File: src/rtl/core/ebce_pkg.sv
// Shared types and constants of the 8-bit core execute block.
package ebce_pkg;

	typedef enum logic [3:0] {
		OP_NONE = 4'd0,
		OP_ADD  = 4'd1,
		OP_SUB  = 4'd2,
		OP_MUL  = 4'd3,
		OP_MOVI = 4'd4,
		OP_BEQZ = 4'd5,
		OP_ANDI = 4'd6,
		OP_EOR  = 4'd7,
		OP_BR   = 4'd8,
		OP_SAL  = 4'd9,
		OP_SAR  = 4'd10,
		OP_LDR  = 4'd11,
		OP_STR  = 4'd12
	} op_t;

	localparam int unsigned FLAG_C = 4;
	localparam int unsigned FLAG_V = 3;
	localparam int unsigned FLAG_N = 2;
	localparam int unsigned FLAG_S = 1;
	localparam int unsigned FLAG_Z = 0;

	localparam int unsigned QUEUE_DEPTH = 2;

	typedef struct packed {
		op_t         op;
		logic [5:0]  r1;
		logic [5:0]  r2;
		logic [15:0] addr;
		logic        wr_reg;
		logic        wr_mem;
	} instr_t;

	typedef struct packed {
		logic   valid;
		instr_t ins;
	} issue_t;

	typedef struct packed {
		logic [4:0]         status_flags;
		logic               reg_written;
		logic [5:0]         reg_index;
		logic signed [7:0]  reg_value;
		logic               mem_written;
		logic [5:0]         mem_address;
		logic               branch_taken;
		logic [15:0]        branch_target;
	} result_t;

endpackage

File: src/rtl/core/ebce_fifo.sv
// Two-entry word queue used between the front, the back and the result ports.
module ebce_fifo #(
	parameter int WIDTH = 8
) (
	input  logic             clk,
	input  logic             arst_n,
	input  logic             push,
	input  logic [WIDTH-1:0] din,
	output logic             full,
	input  logic             pop,
	output logic [WIDTH-1:0] dout,
	output logic             empty
);
	logic [WIDTH-1:0] slot_q [ebce_pkg::QUEUE_DEPTH];
	logic             wr_q;
	logic             rd_q;
	logic [1:0]       count_q;
	logic             push_ok;
	logic             pop_ok;

	assign full    = (count_q == 2'(ebce_pkg::QUEUE_DEPTH));
	assign empty   = (count_q == 2'd0);
	assign push_ok = push && !full;
	assign pop_ok  = pop && !empty;
	assign dout    = slot_q[rd_q];

	always_ff @(posedge clk) begin
		if (push_ok) begin
			slot_q[wr_q] <= din;
		end
	end

	always_ff @(posedge clk or negedge arst_n) begin
		if (!arst_n) begin
			wr_q    <= 1'b0;
			rd_q    <= 1'b0;
			count_q <= 2'd0;
		end else begin
			if (push_ok) begin
				wr_q <= ~wr_q;
			end
			if (pop_ok) begin
				rd_q <= ~rd_q;
			end
			if (push_ok && !pop_ok) begin
				count_q <= count_q + 2'd1;
			end else if (!push_ok && pop_ok) begin
				count_q <= count_q - 2'd1;
			end
		end
	end

	a_count_bound: assert property (@(posedge clk) disable iff (!arst_n)
		count_q <= 2'(ebce_pkg::QUEUE_DEPTH))
		else $error("queue count beyond depth");

	a_ptr_match: assert property (@(posedge clk) disable iff (!arst_n)
		(count_q == 2'd0 || count_q == 2'(ebce_pkg::QUEUE_DEPTH)) |-> (wr_q == rd_q))
		else $error("queue pointers disagree with count");
endmodule

File: src/rtl/core/ebce_front.sv
// Front part: accepts instruction words, classifies them and queues them.
module ebce_front #(
	parameter int REG_COUNT  = 64,
	parameter int DATA_WORDS = 64
) (
	input  logic                  clk,
	input  logic                  arst_n,
	input  logic                  push,
	output logic                  full,
	input  logic [15:0]           instruction_word,
	input  logic [15:0]           instruction_address,
	output ebce_pkg::issue_t      head,
	input  logic                  head_pop
);
	localparam logic [6:0]  REG_LIMIT = 7'(REG_COUNT);
	localparam logic [11:0] DS_LIMIT  = 12'(DATA_WORDS);

	ebce_pkg::instr_t dec;
	logic             empty;
	logic [$bits(ebce_pkg::instr_t)-1:0] head_bits;

	always_comb begin
		dec.r1   = instruction_word[11:6];
		dec.r2   = instruction_word[5:0];
		dec.addr = instruction_address;
		if (instruction_word[15:12] >= 4'(ebce_pkg::OP_ADD) &&
				instruction_word[15:12] <= 4'(ebce_pkg::OP_STR)) begin
			dec.op = ebce_pkg::op_t'(instruction_word[15:12]);
		end else begin
			dec.op = ebce_pkg::OP_NONE;
		end
		unique case (dec.op)
			ebce_pkg::OP_ADD, ebce_pkg::OP_SUB, ebce_pkg::OP_MUL, ebce_pkg::OP_MOVI,
			ebce_pkg::OP_ANDI, ebce_pkg::OP_EOR, ebce_pkg::OP_SAL, ebce_pkg::OP_SAR,
			ebce_pkg::OP_LDR: dec.wr_reg = ({1'b0, dec.r1} < REG_LIMIT);
			default:          dec.wr_reg = 1'b0;
		endcase
		dec.wr_mem = (dec.op == ebce_pkg::OP_STR) && ({6'b0, dec.r2} < DS_LIMIT);
	end

	ebce_fifo #(
		.WIDTH($bits(ebce_pkg::instr_t))
	) u_queue (
		.clk   (clk),
		.arst_n(arst_n),
		.push  (push),
		.din   (dec),
		.full  (full),
		.pop   (head_pop),
		.dout  (head_bits),
		.empty (empty)
	);

	assign head.valid = !empty;
	assign head.ins   = head_bits;
endmodule

File: src/rtl/core/ebce_back.sv
// Back part: register file, data store, execute stage and result queue.
module ebce_back #(
	parameter int REG_COUNT  = 64,
	parameter int DATA_WORDS = 64
) (
	input  logic              clk,
	input  logic              arst_n,
	input  ebce_pkg::issue_t  head,
	output logic              head_pop,
	input  logic              pop,
	output logic              empty,
	output ebce_pkg::result_t res_out
);
	localparam int RIDX_W   = $clog2(REG_COUNT);
	localparam int DS_DEPTH = (DATA_WORDS < 64) ? DATA_WORDS : 64;
	localparam int DIDX_W   = $clog2(DS_DEPTH);
	localparam logic [6:0]  REG_LIMIT = 7'(REG_COUNT);
	localparam logic [11:0] DS_LIMIT  = 12'(DATA_WORDS);

	logic [7:0] rf_mem [REG_COUNT];
	logic [7:0] ds_mem [DS_DEPTH];
	logic [REG_COUNT-1:0] rf_valid_q;
	logic [DS_DEPTH-1:0]  ds_valid_q;

	logic             valid_s2;
	ebce_pkg::instr_t ins_s2;
	logic [7:0]       a_raw_s2, b_raw_s2, ld_raw_s2;
	logic             a_ok_s2, b_ok_s2, ld_ok_s2;
	logic             fwd_a_s2, fwd_b_s2, fwd_ld_s2;
	logic [7:0]       fwd_val_s2;

	logic              commit;
	logic              advance;
	logic              oq_full;
	logic [7:0]        a, b, ld, val;
	logic [8:0]        sum9;
	logic [2:0]        sh;
	logic [15:0]       mul16;
	ebce_pkg::result_t res;
	logic [$bits(ebce_pkg::result_t)-1:0] oq_bits;
	logic              head_r1_ok, head_r2_ok, head_ds_ok;

	assign commit   = valid_s2 && !oq_full;
	assign advance  = !valid_s2 || commit;
	assign head_pop = head.valid && advance;

	assign head_r1_ok = ({1'b0, head.ins.r1} < REG_LIMIT);
	assign head_r2_ok = ({1'b0, head.ins.r2} < REG_LIMIT);
	assign head_ds_ok = ({6'b0, head.ins.r2} < DS_LIMIT);

	// Memory ports: synchronous write at commit, registered read at issue.
	always_ff @(posedge clk) begin
		if (commit && res.reg_written) begin
			rf_mem[ins_s2.r1[RIDX_W-1:0]] <= res.reg_value;
		end
		if (commit && res.mem_written) begin
			ds_mem[ins_s2.r2[DIDX_W-1:0]] <= a;
		end
		if (head_pop) begin
			a_raw_s2  <= rf_mem[head.ins.r1[RIDX_W-1:0]];
			b_raw_s2  <= rf_mem[head.ins.r2[RIDX_W-1:0]];
			ld_raw_s2 <= ds_mem[head.ins.r2[DIDX_W-1:0]];
		end
	end

	// The read above returns the old word when the same entry is written at
	// that edge, so the committing result is captured alongside for bypass.
	always_ff @(posedge clk) begin
		if (head_pop) begin
			ins_s2     <= head.ins;
			a_ok_s2    <= head_r1_ok && rf_valid_q[head.ins.r1[RIDX_W-1:0]];
			b_ok_s2    <= head_r2_ok && rf_valid_q[head.ins.r2[RIDX_W-1:0]];
			ld_ok_s2   <= head_ds_ok && ds_valid_q[head.ins.r2[DIDX_W-1:0]];
			fwd_a_s2   <= commit && res.reg_written && (res.reg_index == head.ins.r1);
			fwd_b_s2   <= commit && res.reg_written && (res.reg_index == head.ins.r2);
			fwd_ld_s2  <= commit && res.mem_written && (res.mem_address == head.ins.r2);
			fwd_val_s2 <= res.mem_written ? a : res.reg_value;
		end
	end

	always_ff @(posedge clk or negedge arst_n) begin
		if (!arst_n) begin
			valid_s2   <= 1'b0;
			rf_valid_q <= '0;
			ds_valid_q <= '0;
		end else begin
			if (advance) begin
				valid_s2 <= head.valid;
			end
			if (commit && res.reg_written) begin
				rf_valid_q[ins_s2.r1[RIDX_W-1:0]] <= 1'b1;
			end
			if (commit && res.mem_written) begin
				ds_valid_q[ins_s2.r2[DIDX_W-1:0]] <= 1'b1;
			end
		end
	end

	assign a  = fwd_a_s2  ? fwd_val_s2 : (a_ok_s2  ? a_raw_s2  : 8'd0);
	assign b  = fwd_b_s2  ? fwd_val_s2 : (b_ok_s2  ? b_raw_s2  : 8'd0);
	assign ld = fwd_ld_s2 ? fwd_val_s2 : (ld_ok_s2 ? ld_raw_s2 : 8'd0);

	always_comb begin
		sum9  = 9'd0;
		sh    = 3'd0;
		mul16 = a * b;
		val   = 8'd0;
		res   = '0;
		unique case (ins_s2.op)
			ebce_pkg::OP_ADD: begin
				sum9 = {1'b0, a} + {1'b0, b};
				val  = sum9[7:0];
				res.status_flags[ebce_pkg::FLAG_C] = sum9[8];
				res.status_flags[ebce_pkg::FLAG_V] = ~(a[7] ^ b[7]) & (a[7] ^ val[7]);
			end
			ebce_pkg::OP_SUB: begin
				val = a - b;
				res.status_flags[ebce_pkg::FLAG_V] = (a[7] ^ b[7]) & (a[7] ^ val[7]);
			end
			ebce_pkg::OP_MUL:  val = mul16[7:0];
			ebce_pkg::OP_MOVI: val = {2'b00, ins_s2.r2};
			ebce_pkg::OP_BEQZ: begin
				if (a == 8'd0) begin
					res.branch_taken  = 1'b1;
					res.branch_target = ins_s2.addr + 16'd1 + {10'd0, ins_s2.r2};
				end
			end
			ebce_pkg::OP_ANDI: val = a & {2'b00, ins_s2.r2};
			ebce_pkg::OP_EOR:  val = a ^ b;
			ebce_pkg::OP_BR: begin
				res.branch_taken  = 1'b1;
				res.branch_target = {a, b};
			end
			ebce_pkg::OP_SAL: begin
				val = (ins_s2.r2 >= 6'd8) ? 8'd0 : (a << ins_s2.r2[2:0]);
			end
			ebce_pkg::OP_SAR: begin
				sh  = (ins_s2.r2 >= 6'd8) ? 3'd7 : ins_s2.r2[2:0];
				val = 8'($signed(a) >>> sh);
			end
			ebce_pkg::OP_LDR:  val = ld;
			ebce_pkg::OP_STR:  res.mem_written = ins_s2.wr_mem;
			ebce_pkg::OP_NONE: val = 8'd0;
			default:           val = 8'd0;
		endcase
		unique case (ins_s2.op)
			ebce_pkg::OP_ADD, ebce_pkg::OP_SUB: begin
				res.status_flags[ebce_pkg::FLAG_N] = val[7];
				res.status_flags[ebce_pkg::FLAG_Z] = (val == 8'd0);
				res.status_flags[ebce_pkg::FLAG_S] = val[7] ^ res.status_flags[ebce_pkg::FLAG_V];
			end
			ebce_pkg::OP_MUL, ebce_pkg::OP_ANDI, ebce_pkg::OP_EOR, ebce_pkg::OP_SAL,
			ebce_pkg::OP_SAR: begin
				res.status_flags[ebce_pkg::FLAG_N] = val[7];
				res.status_flags[ebce_pkg::FLAG_Z] = (val == 8'd0);
			end
			default: res.status_flags = res.status_flags;
		endcase
		if (ins_s2.wr_reg) begin
			res.reg_written = 1'b1;
			res.reg_index   = ins_s2.r1;
			res.reg_value   = val;
		end
		if (res.mem_written) begin
			res.mem_address = ins_s2.r2;
		end
	end

	ebce_fifo #(
		.WIDTH($bits(ebce_pkg::result_t))
	) u_result_queue (
		.clk   (clk),
		.arst_n(arst_n),
		.push  (commit),
		.din   (res),
		.full  (oq_full),
		.pop   (pop),
		.dout  (oq_bits),
		.empty (empty)
	);

	assign res_out = oq_bits;

	a_commit_has_word: assert property (@(posedge clk) disable iff (!arst_n)
		commit |-> valid_s2)
		else $error("commit without a word in execute");

	a_stall_holds: assert property (@(posedge clk) disable iff (!arst_n)
		(valid_s2 && oq_full) |=> (valid_s2 && $stable(ins_s2)))
		else $error("execute word changed while stalled");

	a_no_double_write: assert property (@(posedge clk) disable iff (!arst_n)
		commit |-> !(res.reg_written && res.mem_written))
		else $error("one word wrote both register file and data store");

	a_issue_needs_head: assert property (@(posedge clk) disable iff (!arst_n)
		head_pop |-> head.valid)
		else $error("issue from an empty queue");
endmodule

File: src/rtl/core/eight_bit_core_execute.sv
// Top level of the 8-bit core execute block: front queue feeding the execute back end.
// Path: input queue, then the execute stage register, then the result queue.
// Throughput: one word per cycle, set by the single execute stage and one register file
// write port; a full result queue stalls execute, and a full input queue raises full.
// Reset: queues and the execute stage empty at once; register file and data store read
// as zero through per-entry valid bits cleared by reset, with no clearing pass.
module eight_bit_core_execute #(
	parameter int REG_COUNT  = 64,
	parameter int DATA_WORDS = 64
) (
	input  logic               clk,
	input  logic               arst_n,
	input  logic               push,
	output logic               full,
	input  logic [15:0]        instruction_word,
	input  logic [15:0]        instruction_address,
	output logic               empty,
	input  logic               pop,
	output logic [4:0]         status_flags,
	output logic               reg_written,
	output logic [5:0]         reg_index,
	output logic signed [7:0]  reg_value,
	output logic               mem_written,
	output logic [5:0]         mem_address,
	output logic               branch_taken,
	output logic [15:0]        branch_target
);
	ebce_pkg::issue_t  head;
	logic              head_pop;
	ebce_pkg::result_t res;

	ebce_front #(
		.REG_COUNT (REG_COUNT),
		.DATA_WORDS(DATA_WORDS)
	) u_front (
		.clk                (clk),
		.arst_n             (arst_n),
		.push               (push),
		.full               (full),
		.instruction_word   (instruction_word),
		.instruction_address(instruction_address),
		.head               (head),
		.head_pop           (head_pop)
	);

	ebce_back #(
		.REG_COUNT (REG_COUNT),
		.DATA_WORDS(DATA_WORDS)
	) u_back (
		.clk     (clk),
		.arst_n  (arst_n),
		.head    (head),
		.head_pop(head_pop),
		.pop     (pop),
		.empty   (empty),
		.res_out (res)
	);

	assign status_flags  = res.status_flags;
	assign reg_written   = res.reg_written;
	assign reg_index     = res.reg_index;
	assign reg_value     = res.reg_value;
	assign mem_written   = res.mem_written;
	assign mem_address   = res.mem_address;
	assign branch_taken  = res.branch_taken;
	assign branch_target = res.branch_target;
endmodule
File: config.mk
export PLATFORM = sky130hd
export DESIGN_NAME = eight_bit_core_execute
export DESIGN_NICKNAME = d
export VERILOG_FILES = /design/src/rtl/core/ebce_pkg.sv /design/src/rtl/core/ebce_fifo.sv /design/src/rtl/core/ebce_front.sv /design/src/rtl/core/ebce_back.sv /design/src/rtl/core/eight_bit_core_execute.sv
export SDC_FILE = /design/constraint.sdc
export NUM_CORES = 2
export LEC_CHECK = 0
export BUFFER_PORTS_ARGS = -buffer_cell sky130_fd_sc_hd__buf_2
export CORE_MARGIN = 3
export CORE_UTILIZATION = 40
export CTS_CLUSTER_DIAMETER = 100
export CTS_CLUSTER_SIZE = 14
export DETAILED_ROUTE_END_ITERATION = 7
export PLACE_DENSITY = 0.64
export SYNTH_ARGS = -nofsm -noshare
export SYNTH_HDL_FRONTEND = slang
export SYNTH_SLANG_ARGS = --single-unit
File: constraint.sdc
create_clock -name clk -period 20.1 [get_ports clk]
set_input_delay 1.005 -clock clk [delete_from_list [all_inputs] [get_ports clk]]
set_output_delay 1.005 -clock clk [all_outputs]
set_load 0.005 [all_outputs]
After elaboration in Yosys (flattened, before gate mapping) --
Memories as Yosys holds them, arrays and structs flattened. A register that Yosys moved wholly into a read port is not among the register bits. Cells that the tools add are included.
Storage, ports and cells: output and inout port bits 46, bits in registers 185, memories 5, bits of input ports 36, ROM bits 16, memory bits (writable) 1180
Operators by class: shifts and indexed selects 2, eq/ne operators 18, reduce and logical (&&, ||, !) cells 36, multiplexer cells 43, order comparisons 9, multiply operators 1, bitwise gates (word level) 15, add/sub/neg operators 8
Memories:
- u_back.ds_mem | depth 64, bits a word 8, rd ports 1, clocked after memory_dff 1, write ports 1, line ebce_back.sv:21 | logic [7:0] ds_mem [DS_DEPTH];
- u_back.rf_mem | depth 64, bits a word 8, rd ports 2, clocked after memory_dff 2, write ports 1, line ebce_back.sv:20 | logic [7:0] rf_mem [REG_COUNT];
- u_back.u_result_queue.slot_q | depth 2, bits a word 44, rd ports 1, clocked after memory_dff 0, write ports 1, line ebce_fifo.sv:14 | logic [WIDTH-1:0] slot_q [ebce_pkg::QUEUE_DEPTH];
- u_front.u_queue.slot_q | depth 2, bits a word 34, rd ports 1, clocked after memory_dff 0, write ports 1, line ebce_fifo.sv:14
- (name not given) | depth 16, bits a word 1, rd ports 1, clocked after memory_dff 0, write ports 0, line ebce_front.sv:32 | unique case (dec.op)
Operators with widths (count):
- $or A64 B64 Y64 | 2
- $pmux W8 S9 | 1
- $mux W8 | 8
- $pmux W17 S2 | 1
- $lt A6 B7 Y1 const B | 4
- $eq A4 B4 Y1 const B | 6
- $bmux W1 S6 | 3
- $eq A6 B6 Y1 | 3
- $logic_and A1 B1 Y1 | 18
- $mux W1 | 18
- $mux W17 | 1
- $add A16 B1 Y16 const B | 1
- $add A16 B6 Y16 | 1
- $eq A4 B3 Y1 const B | 4
- $logic_not A8 Y1 | 2
- $mux W15 | 1
- $demux W1 S6 | 2
- $ge A6 B1 Y1 const B | 2
- $add A8 B8 Y9 | 1
- $logic_not A1 Y1 | 9
- $and A8 B6 Y8 | 1
- $eq A4 B2 Y1 const B | 2
- $mul A8 B8 Y8 | 1
- $mux W2 | 4
- 23 further kinds | 36

Depth between registers and ports, before layout --
depth after elaboration 9, mapped depth 22, depth with buffers taken out 21

Cells and area by module --
A second synthesis with hierarchy kept.
Unflattened totals: cells, all modules 3080, area, all modules 61385.1 sq um
Modules (own cells, without submodules):
- ebce_back | cells an instance 2789, area each 54940.2 sq um, seq. area each 36139.7 sq um, instances 1
- ebce_fifo at u_back.u_result_queue | cells an instance 156, area each 3572.2 sq um, seq. area each 2742.6 sq um, instances 1
- ebce_fifo at u_front.u_queue | cells an instance 125, area each 2801.4 sq um, seq. area each 2142.1 sq um, instances 1
- ebce_front | cells an instance 10, area each 71.3 sq um, seq. area each 0.0 sq um, instances 1

Worst setup path before layout --
OpenSTA, ideal clock, no wires.
path type register -> register, start point reg u_back.fwd_a_s2, end point mem u_back.rf_mem[0][5], data pin, path slack 12752 ps, cell stages (with the launch flop) 21, library setup time 608 ps, path buffers 1, arrival time 6740 ps, data required time 19492 ps, period minus slack after synthesis 7348 ps, cells stage by stage edfxtp_1 buf_6 nand3b_1 and2_1 inv_1 ha_1 inv_1 fa_1 inv_1 fa_1 ha_1 inv_1 fa_1 inv_1 ha_1 xor2_1 nor2_1 a21oi_1 o22ai_1 a221oi_1 a31oi_1
RTL lines:
- from (decl) | line ebce_back.sv:29 | logic fwd_a_s2, fwd_b_s2, fwd_ld_s2;
- from (signal assigned) | line ebce_back.sv:74 | fwd_a_s2 <= commit && res.reg_written && (res.reg_index == head.ins.r1);
- to (decl) | line ebce_back.sv:20

==> flow_summary_export.csv <==
group,metric,value,unit
clock_tree,clkTransAtPathRegs,0.07,ns
worst_setup_path,cp_slowest_cell,"and2_2",
synth,yosysWarnings,0,
worst_setup_path,cpMostUsedCell,"fa_1",
routing,post_drt_via_cell_ratio,5.92,
cells_and_area,diodes,0,
timing,clock.fmax,0.130,GHz
power,total_power,11.2,mW
clock_tree,clkSinkCount,1389,
worst_hold_path,hold_path_class,"primary input to async pin",
power,pwr-share-clk,18.7,%
synth,netlist_area,63800,um2
clock_tree,cts_made_buffers,110,
synth,synth_top_cell_by_area,"edfxtp_1",
power,power.density,161,nW/um2
worst_setup_path,cp_top_family,"adder cells",
power,power_frac_seq,37.6,%
synth,synth_edf_count,1252,
timing,fin_setup_tns,0,ns
floorplanning,initial_core_util,40.5,%
floorplanning,dieArea,164000,um2
timing,tightest_slew,1.34,ns
routing,wl_per_cell,23.8,um
power,ir_drop,0.130,mV
cells_and_area,layout-drive-gt1-share,9.54,%
synth,synth.distinct_cells,75,
synth,syn_area_per_cell,10.9,um2
floorplanning,die_x,405,um
global_routing,track_usage,22.3,%
timing,setup_viol,0,
synth,ys_ff_latch,1389,
power,power.leakage,25.3,nW
timing,final_hold_viol_count,0,
worst_setup_path,timing_worst_setup_path_type,"register to register",
routing,met3RoutedLength,18.3,mm
timing,slew_headroom,10.5,%
routing,drc,0,
flow_run,cap_violations,0,
worst_setup_path,startpoint_type,"register",
routing,drt_wl_total,188,mm
routing,maxUsedRoutingLayer,"met4",
synth,ys.flop_type,"edfxtp_1",
status,status,"complete, no violations",
floorplanning,coreArea,157000,um2
routing,first_iter_violations,5856,
synth,synth.top_cell.area_share,58.9,%
timing,skew,0.0829,ns
synth,synth_fp_nets,5960,
timing,fin_crit_sh,38.2,%
floorplanning,ios,82,
worst_setup_path,worstPathRequired,20.41,ns
worst_setup_path,slowest_delay,0.95,ns
timing,rsz0062_at_grt,"no",
global_routing,globalRouteOverflowTotal,0,
timing,period_needed,7.68,ns
routing,dr_wl_met2,85.4,mm
placed_design,place_congestion,0.937,
synth,yosysSeqAreaShare,64.3,%
clock_tree,cts_hold_buf,0,
clock_tree,clkLatencyLatePin,0.76,ns
global_routing,grt_max_degree,162,
worst_setup_path,path_buf_inv,4,
power,pwr-share-comb,43.7,%
clock_tree,cts_resized,0,
clock_tree,cts_setup_buffers,0,
synth,synthArstFlopShare,9.86,%
power,sw_frac_of_total,42.9,%
routing,drtAntennaViolNets,0,
floorplanning,rows,145,
worst_setup_path,crit_arrival,7.99,ns
clock_tree,h-tree-depth,3,
power,p_int,6.38,mW
routing,drt-met1-wl,77.0,mm
clock_tree,cts-root-buf,"clkbuf_16",
clock_tree,cts_tree,"built",
routing,drtPass1Iterations,8,
synth,synth_area_leaders,"edfxtp_1 (59%), nand2_1 (11%), nand3_1 (6.9%)",
global_routing,grt_pass1_wl,281,mm
global_routing,grt_pass1_vias,44000,
power,power_switching,4.79,mW
cells_and_area,area_growth,8.80,%
global_routing,antenna_found_initial,1,
placed_design,io_buffers,81,
worst_setup_path,critPathMaxFanout,68,
timing,final-max-slew-violation-count,0,
placed_design,dp_hpwl,109,mm
synth,netlist_instances,5870,
worst_setup_path,cp-end-kind,"register",
clock_tree,cts.path.max_buffers,3,
cells_and_area,fin_nets,5822,
floorplanning,die_y,405,um
routing,via_count,46700,
worst_setup_path,worstPathCellList,"nand3b_1 -> and2_1 -> inv_2 -> nand2_1 -> fa_1 -> fa_1 -> inv_1 -> fa_1 -> inv_1 -> fa_1 -> inv_1 -> ha_1 -> a21oi_1 -> xnor3_1 -> xnor3_1 -> o311a_1 -> nand2_1 -> and2_2",
## power groups by stage
stage / registers (mW) / clock network, mW / logic, mW
final: 4.20 / 2.09 / 4.88
after global routing: 4.23 / 2.23 / 5.24
after CTS: 4.19 / 2.12 / 4.82
after detailed placement: 4.25 / 0 / 4.80
after global placement: 4.24 / 0 / 4.76
after floorplan: 4.14 / 0 / 3.08
## cell usage in the layout, fill, tap and decap left out, types with 17 or more instances in the layout
cell	count
o21ai_0	18
clkbuf_16	111
or2_2	131
nor3_1	21
nand2_1	1793
dfrtp_1	135
a311oi_1	281
buf_2	80
ha_1	39
mux2_2	68
a211oi_1	22
o22ai_1	28
xnor2_1	31
and2_1	17
edfxtp_1	1252
nand3_1	883
a31oi_1	47
clkbuf_1	88
inv_1	60
a21oi_1	90
nor2_1	192
buf_4	85
and3_1	115
## cell usage after synthesis, types with 65 or more instances
cell      instances
a21oi_1          90
a311oi_1        281
and3_1          116
clkbuf_1        321
dfrtp_1         137
edfxtp_1       1252
inv_1            65
mux2_2           68
nand2_1        1794
nand3_1         883
nor2_1          201
or2_2           131
## cell families after synthesis
logic type | Yosys count | synth area share, %
adder cells (fa/ha/maj) | 54 | 1.24
AND/OR/NAND/NOR | 3215 | 22.0
multiplexers | 98 | 1.76
AO/OA/AOI/OAI | 564 | 6.78
flip-flops | 1389 | 64.3
buffers and inverters | 500 | 3.10
XOR/XNOR | 50 | 0.773
## metal layers
| layer | track usage [%] | vias to the layer above |
|---|---|---|
| met4 | 8.40 | 0 |
| met2 | 34.6 | 2519 |
| met5 | 0 | - |
| li1 | - | 20800 |
| met3 | 3.55 | 406 |
| met1 | 31.8 | 23000 |
## state kept, by name (all words and copies together), names as in the netlist, 2 cells and up
signal,flops
u_back.ds_mem,512
u_back.rf_mem,512
u_back.u_result_queue.slot_q,88
u_front.u_queue.slot_q,68
u_back.ds_valid_q,64
u_back.rf_valid_q,64
u_back.ins_s2,34
u_back.a_raw_s2,8
u_back.b_raw_s2,8
u_back.fwd_val_s2,8
u_back.ld_raw_s2,8
u_back.u_result_queue.count_q,2
u_front.u_queue.count_q,2
## through the flow
| stage | worst slack (ns) | util, % | cells | hold WS, ns | instance area (um2) |
|---|---|---|---|---|---|
| floorplan | 12.75 | - | 5870 | 0.439 | 63800 |
| global placement | 12.60 | 42.0 | 7678 | 0.449 | 66100 |
| detailed placement | 12.53 | 42.0 | 7678 | 0.451 | 66100 |
| CTS | 12.45 | 44.1 | 7887 | 0.103 | 69400 |
| global route | 12.01 | 44.1 | 7887 | 0.132 | 69400 |
| finish | 12.42 | 44.1 | 7887 | 0.139 | 69400 |
## area by class of cell
class / instances / area, um2
inverter: 78 / 318
sequential: 1389 / 41000
clock inverter: 9 / 175
tap: 2058 / 2570
clock buffer: 200 / 3120
fill: 14300 / 87900
timing repair buffer: 172 / 1170
multi-input combinational: 3981 / 21000
## final timing paths
check / startpoint / end / slack (ns) / depth (start not counted)
worst max-delay path: u_back.fwd_a_s2 / u_back.rf_mem[50][7] / 12.42 / 18
worst min-delay path: arst_n / u_back.ds_valid_q[61] / 0.14 / 1
worst max register to register: u_back.fwd_a_s2 / u_back.rf_mem[50][7] / 12.42 / 18
worst min register to register: u_back.ds_valid_q[48] / u_back.ds_valid_q[48] / 0.47 / 1
max in group asynchronous: arst_n / u_back.rf_valid_q[1] / 17.95 / 3
min in group clk: instruction_word[6] / u_front.u_queue.slot_q[1][24] / 0.44 / 1
(Power assumes the default switching activity.)
